### config.mk
export PLATFORM = sky130hd
export DESIGN_NAME = rpc_dist_pipe
export DESIGN_NICKNAME = d
export VERILOG_FILES = /design/src/design/rpc_pkg.sv /design/src/design/rpc_dist_pipe.sv
export SDC_FILE = /design/constraint.sdc
export NUM_CORES = 2
export LEC_CHECK = 0
export BUFFER_PORTS_ARGS = -buffer_cell sky130_fd_sc_hd__buf_2
export CORE_MARGIN = 5
export CORE_UTILIZATION = 35
export DETAILED_ROUTE_END_ITERATION = 7
export GPL_TIMING_DRIVEN = 0
export SYNTH_ARGS = -nofsm -noshare
export SYNTH_HDL_FRONTEND = slang
export SYNTH_SLANG_ARGS = --single-unit
### constraint.sdc
create_clock -name clk -period 16.9 [get_ports clk]
set_clock_uncertainty 0.05 [all_clocks]
set_input_delay 1.69 -clock clk [delete_from_list [all_inputs] [get_ports clk]]
set_output_delay 1.69 -clock clk [all_outputs]
set_load 0.02 [all_outputs]
### src/design/rpc_pkg.sv
// ----------------------------------------------------------------------------
// rpc_pkg
// shared constants, codes and types of the point consensus unit
// ----------------------------------------------------------------------------
package rpc_pkg;

    // default sizing
    localparam int DEF_MAX_POINTS  = 1024;
    localparam int DEF_COORD_BITS  = 16;

    // fixed field widths
    localparam int MODE_W      = 2;
    localparam int CAND_W      = 10;
    localparam int OUT_CNT_W   = 11;
    localparam int STATUS_W    = 2;
    localparam int CFG_IDX_W   = 2;
    localparam int CFG_DATA_W  = 16;
    localparam int LIM_W       = 2 * CFG_DATA_W;

    // operation modes
    localparam logic [MODE_W-1:0] MODE_LOAD  = 2'd0;
    localparam logic [MODE_W-1:0] MODE_TEST  = 2'd1;
    localparam logic [MODE_W-1:0] MODE_CLEAR = 2'd2;

    // result status codes
    localparam logic [STATUS_W-1:0] ST_OK         = 2'd0;
    localparam logic [STATUS_W-1:0] ST_FULL       = 2'd1;
    localparam logic [STATUS_W-1:0] ST_BUDGET     = 2'd2;
    localparam logic [STATUS_W-1:0] ST_NOT_LOADED = 2'd3;

    // configuration register indexes
    localparam logic [CFG_IDX_W-1:0] CFG_THRESHOLD = 2'd0;
    localparam logic [CFG_IDX_W-1:0] CFG_BUDGET    = 2'd1;

    // configuration reset values
    localparam logic [CFG_DATA_W-1:0] THRESHOLD_RST = 16'd26;
    localparam logic [CFG_DATA_W-1:0] BUDGET_RST    = 16'd100;

    // distance pipeline status toward the sequencer
    typedef struct packed {
        logic valid;    // a point result leaves the pipeline this cycle
        logic inlier;   // that point lies inside the threshold
        logic busy;     // some stage still holds a point
    } rpc_hit_t;

endpackage

### src/design/rpc_dist_pipe.sv
// ----------------------------------------------------------------------------
// rpc_dist_pipe
// three stage squared distance pipeline with threshold compare at its output
// ----------------------------------------------------------------------------
module rpc_dist_pipe #(
    parameter int COORD_BITS = rpc_pkg::DEF_COORD_BITS
) (
    input  logic                      clk,
    input  logic                      rst_n,
    input  logic                      in_valid,
    input  logic [3*COORD_BITS-1:0]   sample,
    input  logic [3*COORD_BITS-1:0]   hyp,
    input  logic [rpc_pkg::LIM_W-1:0] lim,
    output rpc_pkg::rpc_hit_t         hit
);
    import rpc_pkg::*;

    localparam int DW    = COORD_BITS + 1;
    localparam int SQ_W  = 2 * DW;
    localparam int SUM_W = SQ_W + 2;
    localparam int CMP_W = (SUM_W > LIM_W) ? SUM_W : LIM_W;

    logic signed [DW-1:0]   diff_next [3];
    logic signed [DW-1:0]   diff_reg  [3];
    logic signed [SQ_W-1:0] sq_reg    [3];
    logic [SUM_W-1:0]       sum_reg;
    logic                   va_reg;
    logic                   vb_reg;
    logic                   vc_reg;

    // per-axis differences, sign extended by one bit
    always_comb
    begin
        for (int k = 0; k < 3; k++)
        begin
            diff_next[k] =
                $signed({sample[k*COORD_BITS+COORD_BITS-1], sample[k*COORD_BITS +: COORD_BITS]})
              - $signed({hyp[k*COORD_BITS+COORD_BITS-1], hyp[k*COORD_BITS +: COORD_BITS]});
        end
    end

    // stage valid bits
    always_ff @(posedge clk or negedge rst_n)
    begin
        if (!rst_n)
        begin
            va_reg <= 1'b0;
            vb_reg <= 1'b0;
            vc_reg <= 1'b0;
        end
        else
        begin
            va_reg <= in_valid;
            vb_reg <= va_reg;
            vc_reg <= vb_reg;
        end
    end

    // difference, square and sum stages
    always_ff @(posedge clk)
    begin
        for (int k = 0; k < 3; k++)
        begin
            diff_reg[k] <= diff_next[k];
            sq_reg[k]   <= SQ_W'(diff_reg[k]) * SQ_W'(diff_reg[k]);
        end
        sum_reg <= SUM_W'($unsigned(sq_reg[0])) + SUM_W'($unsigned(sq_reg[1]))
                 + SUM_W'($unsigned(sq_reg[2]));
    end

    // strict compare against the squared threshold
    assign hit.valid  = vc_reg;
    assign hit.inlier = CMP_W'(sum_reg) < CMP_W'(lim);
    assign hit.busy   = va_reg | vb_reg | vc_reg;

endmodule

# Word-level counts from Yosys, hierarchy flattened
# Memories as Yosys holds them, arrays and structs flattened.
# Index checks and enable logic that the tools add are counted.
[word_totals]
regBits = 39
ramBits = 153
inputBits = 131
wordCells = 17
memories = 2
[memory_table]
columns = ["memory", "depth", "width", "rd", "rd_clocked_by_memory_dff", "wr", "line", "text"]
rows = [
  ["sq_reg", 3, 34, 3, 0, 3, "rpc_dist_pipe.sv:25", "logic signed [SQ_W-1:0] sq_reg [3];"],
  ["diff_reg", 3, 17, 3, 0, 3, "rpc_dist_pipe.sv:24", "logic signed [DW-1:0] diff_reg [3];"],
]
[op_classes]
addsub = 5
mul = 3
n_lt_le_gt_ge = 1
bitwise = 2
[op_table]
columns = ["cell", "count"]
rows = [
  ["$mul A17 B17 Y34", 3],
  ["$sub A16 B16 Y17", 3],
  ["$add A36 B34 Y36", 1],
  ["$lt A36 B32 Y1", 1],
  ["$add A34 B34 Y35", 1],
  ["$or A1 B1 Y1", 2],
]

# Depth between registers and ports, before layout
[logic_depth]
ltp_word = 2
mapped_depth = 26
ltp_nobuf = 25

# Worst setup path after synthesis
# Ideal clock, no wire load.
[synth_timing]
path_kind = "reg-to-reg"
start = "memory diff_reg[0][50] in the netlist's numbering"
end = "memory sq_reg[0][101] in the netlist's numbering"
t_arrival_ns = 6.167
path_slack_ns = 10.562
stages_incl_launch_ff = 23
path_cell_list = "dfxtp_1 -> clkbuf_1 -> clkbuf_1 -> nand2_1 -> fa_1 -> inv_1 -> fa_1 -> fa_1 -> fa_1 -> fa_1 -> inv_1 -> fa_1 -> inv_1 -> ha_1 -> and4_1 -> nand2_1 -> o41ai_1 -> a21oi_1 -> o21a_1 -> o21ai_0 -> o21a_1 -> nor2_1 -> xnor2_1"
[synth_rtl]
columns = ["item", "line"]
rows = [
  ["start, declared", "rpc_dist_pipe.sv:24"],
  ["end, declared", "rpc_dist_pipe.sv:25"],
]

==> impl_metrics.json <==
{
  "cap_violations": 0,
  "timing.rr.end": "sq_reg[0][101]",
  "hold_class": "reg2reg",
  "pin_count": 134,
  "cts_tree": "yes",
  "dp_hpwl_um": 78100,
  "die-width_um": 344,
  "final_cell_mix": "inv_1, fa_1, ha_1",
  "grt_first_pass_wirelength_um": 151000,
  "ant_nets": 0,
  "outcome": "finished, final reports clean",
  "vias": 27200,
  "multi_input_area_mm2": 0.0307,
  "cts-root-buf": "clkbuf_16",
  "whs_ps": 326,
  "post_cts_buffers": 0,
  "rr_startpoint": "diff_reg[0][50]",
  "placementRows": 122,
  "grt_max_degree": 22,
  "rsz0062_at_grt": "no",
  "tightestPinTransition_ps": 791,
  "port_buffers": 133,
  "drc": 0,
  "largest_register_ffs": 99,
  "crit_path_end_kind": "flip-flop",
  "area_growth_pct": 8.13,
  "finalSetupViolCount": 0,
  "cp-startpoint": "diff_reg[0][50]",
  "holdBufCountCts": 0,
  "rrSetupSlack_ps": 9280,
  "synth.distinct_cells": 81,
  "yosysSeqAreaShare": 0.0974,
  "regArea_mm2": 0.00380,
  "finalSetupTns_ps": 0,
  "clk_path_buf_depth": 2,
  "syn_inst": 4171,
  "hold_viol": 0,
  "grt_util_all_layers": 0.161,
  "synth_top_flop_cell": "dfxtp_1",
  "wirelength_um": 90200,
  "clock-sinks": 189,
  "synth_seq_cells": 189,
  "crit_required_ps": 17250,
  "startpoint_type": "flip-flop",
  "overflow": 0,
  "layout-drive-gt1-share": 0.0496,
  "critPathKind": "reg2reg",
  "synth_nets": 5525,
  "nets": 5677,
  "rr_worst_depth": 22,
  "fmax_ghz": 0.131,
  "cp_max_fo": 10,
  "numCtsBuffers": 17,
  "drt-vias-per-instance": 4.66,
  "antenna_found_initial": 3,
  "fp.dieH_um": 344,
  "fp.dieArea_mm2": 0.118,
  "drv_slew": 0,
  "synth_area_mm2": 0.0390,
  "firstDrtPassIters": 5,
  "nFillCells": 11100,
  "timing.critical_path.to": "sq_reg[0][101]",
  "start_util": 0.352,
  "num_antenna_cells": 0,
  "min_from": "vb_reg",
  "gp_congestion": 0.894,
  "grt_pass1_vias": 29300,
  "slew_headroom": 0.473,
  "yosysWarnings": 0,
  "wl_per_cell_um": 15.5,
  "htree_levels": 4,
  "core_area_mm2": 0.111,
  "clk_latency_ps": 510,
  "synth_edf_count": 0,
  "cts_resized": 0,
  "final_common_cell": "inv_1",
  "fin_crit_sh": 0.451,
  "min_period_ps": 7620,
  "path_clk_slew_ps": 90,
  "cp.arrival_ps": 7970,
  "async_flop_share": 0.0159,
  "drt-initial-drc-count": 1276,
  "syn_area_per_cell_um2": 9.35
}
-- metal layers --
layer | wire [um] | vias to the layer above | GRT usage
met5 | 0 | - | 0
met4 | 1990 | 0 | 0.0403
met2 | 43400 | 532 | 0.272
met1 | 40700 | 13600 | 0.219
met3 | 4120 | 89 | 0.0213
li1 | - | 13000 | -
-- kinds of logic (layout without fill, tap and decap cells) --
logic type | count (synthesis) | in the layout | share of synthesized area
and+or+nand+nor | 851 | 851 | 0.106
DFF | 189 | 189 | 0.0974
AOI/OAI and AO/OA | 475 | 475 | 0.0830
adders and majority gates | 1223 | 1223 | 0.546
muxes | 3 | 3 | 0.000802
buffers and inverters | 1207 | 1372 | 0.116
xor gates and xnor gates | 223 | 223 | 0.0501
-- how the worst min path moves through the flow --
stage / endpoint / slack, ps / cells past startpoint
detailed placement: vc_reg / 310 / 0
CTS: vc_reg / 330 / 0
floorplan: sq_reg[0][0] / 300 / 0
finish: vc_reg / 330 / 0
global route: vc_reg / 350 / 0
global placement: vc_reg / 310 / 0
-- metrics by stage --
step	utilization	worst slack, ps	instance area (um^2)	std cells
final	0.381	9280	42200	5824
after CTS	0.381	9180	42200	5824
after global placement	0.375	9190	41500	5792
after floorplan	-	10560	39000	4171
after global routing	0.381	8800	42200	5824
after detailed placement	0.375	9210	41500	5792
-- cell usage after synthesis, types with 20 or more instances --
cell,n,area [um^2]
and2_1,173,1080
nor3_1,34,170
nor2b_1,59,369
nand3_1,38,190
nand2_1,289,1080
nor2_1,158,593
and3_1,20,125
clkbuf_1,81,304
o21a_1,35,263
xor2_1,45,394
a21oi_1,135,676
inv_1,1122,4210
a21o_1,67,503
o21bai_1,24,180
nand2b_1,26,163
xnor2_1,178,1560
dfxtp_1,186,3720
ha_1,422,5280
fa_1,801,16000
o21ai_0,67,335
-- worst max-delay path, stage by stage (launching register included) --
cell	delay (ps)
dfxtp_1	640
clkbuf_1	470
clkbuf_1	420
nand2_1	220
fa_1	580
inv_1	60
fa_1	810
fa_1	530
fa_1	500
fa_1	490
inv_1	50
fa_1	470
inv_1	40
ha_1	380
and4_1	230
nand2_1	60
o41ai_1	460
a21oi_1	170
o21a_1	260
o21ai_0	280
o21a_1	150
nor2_1	40
xnor2_1	120
-- final cells by class --
type                            instances  share of cell area
Timing Repair Buffer                  133              0.0158
Sequential cell                       189              0.0901
Clock buffer                           17              0.0101
Buffer                                 83             0.00751
Clock inverter                         15             0.00513
Multi-Input combinational cell       2775               0.727
Tap cell                             1488              0.0441
Inverter                             1124               0.100
Power is left out: the tool's default activity adds up to more than one toggle a clock period on the data nets, which glitch-free logic cannot reach.
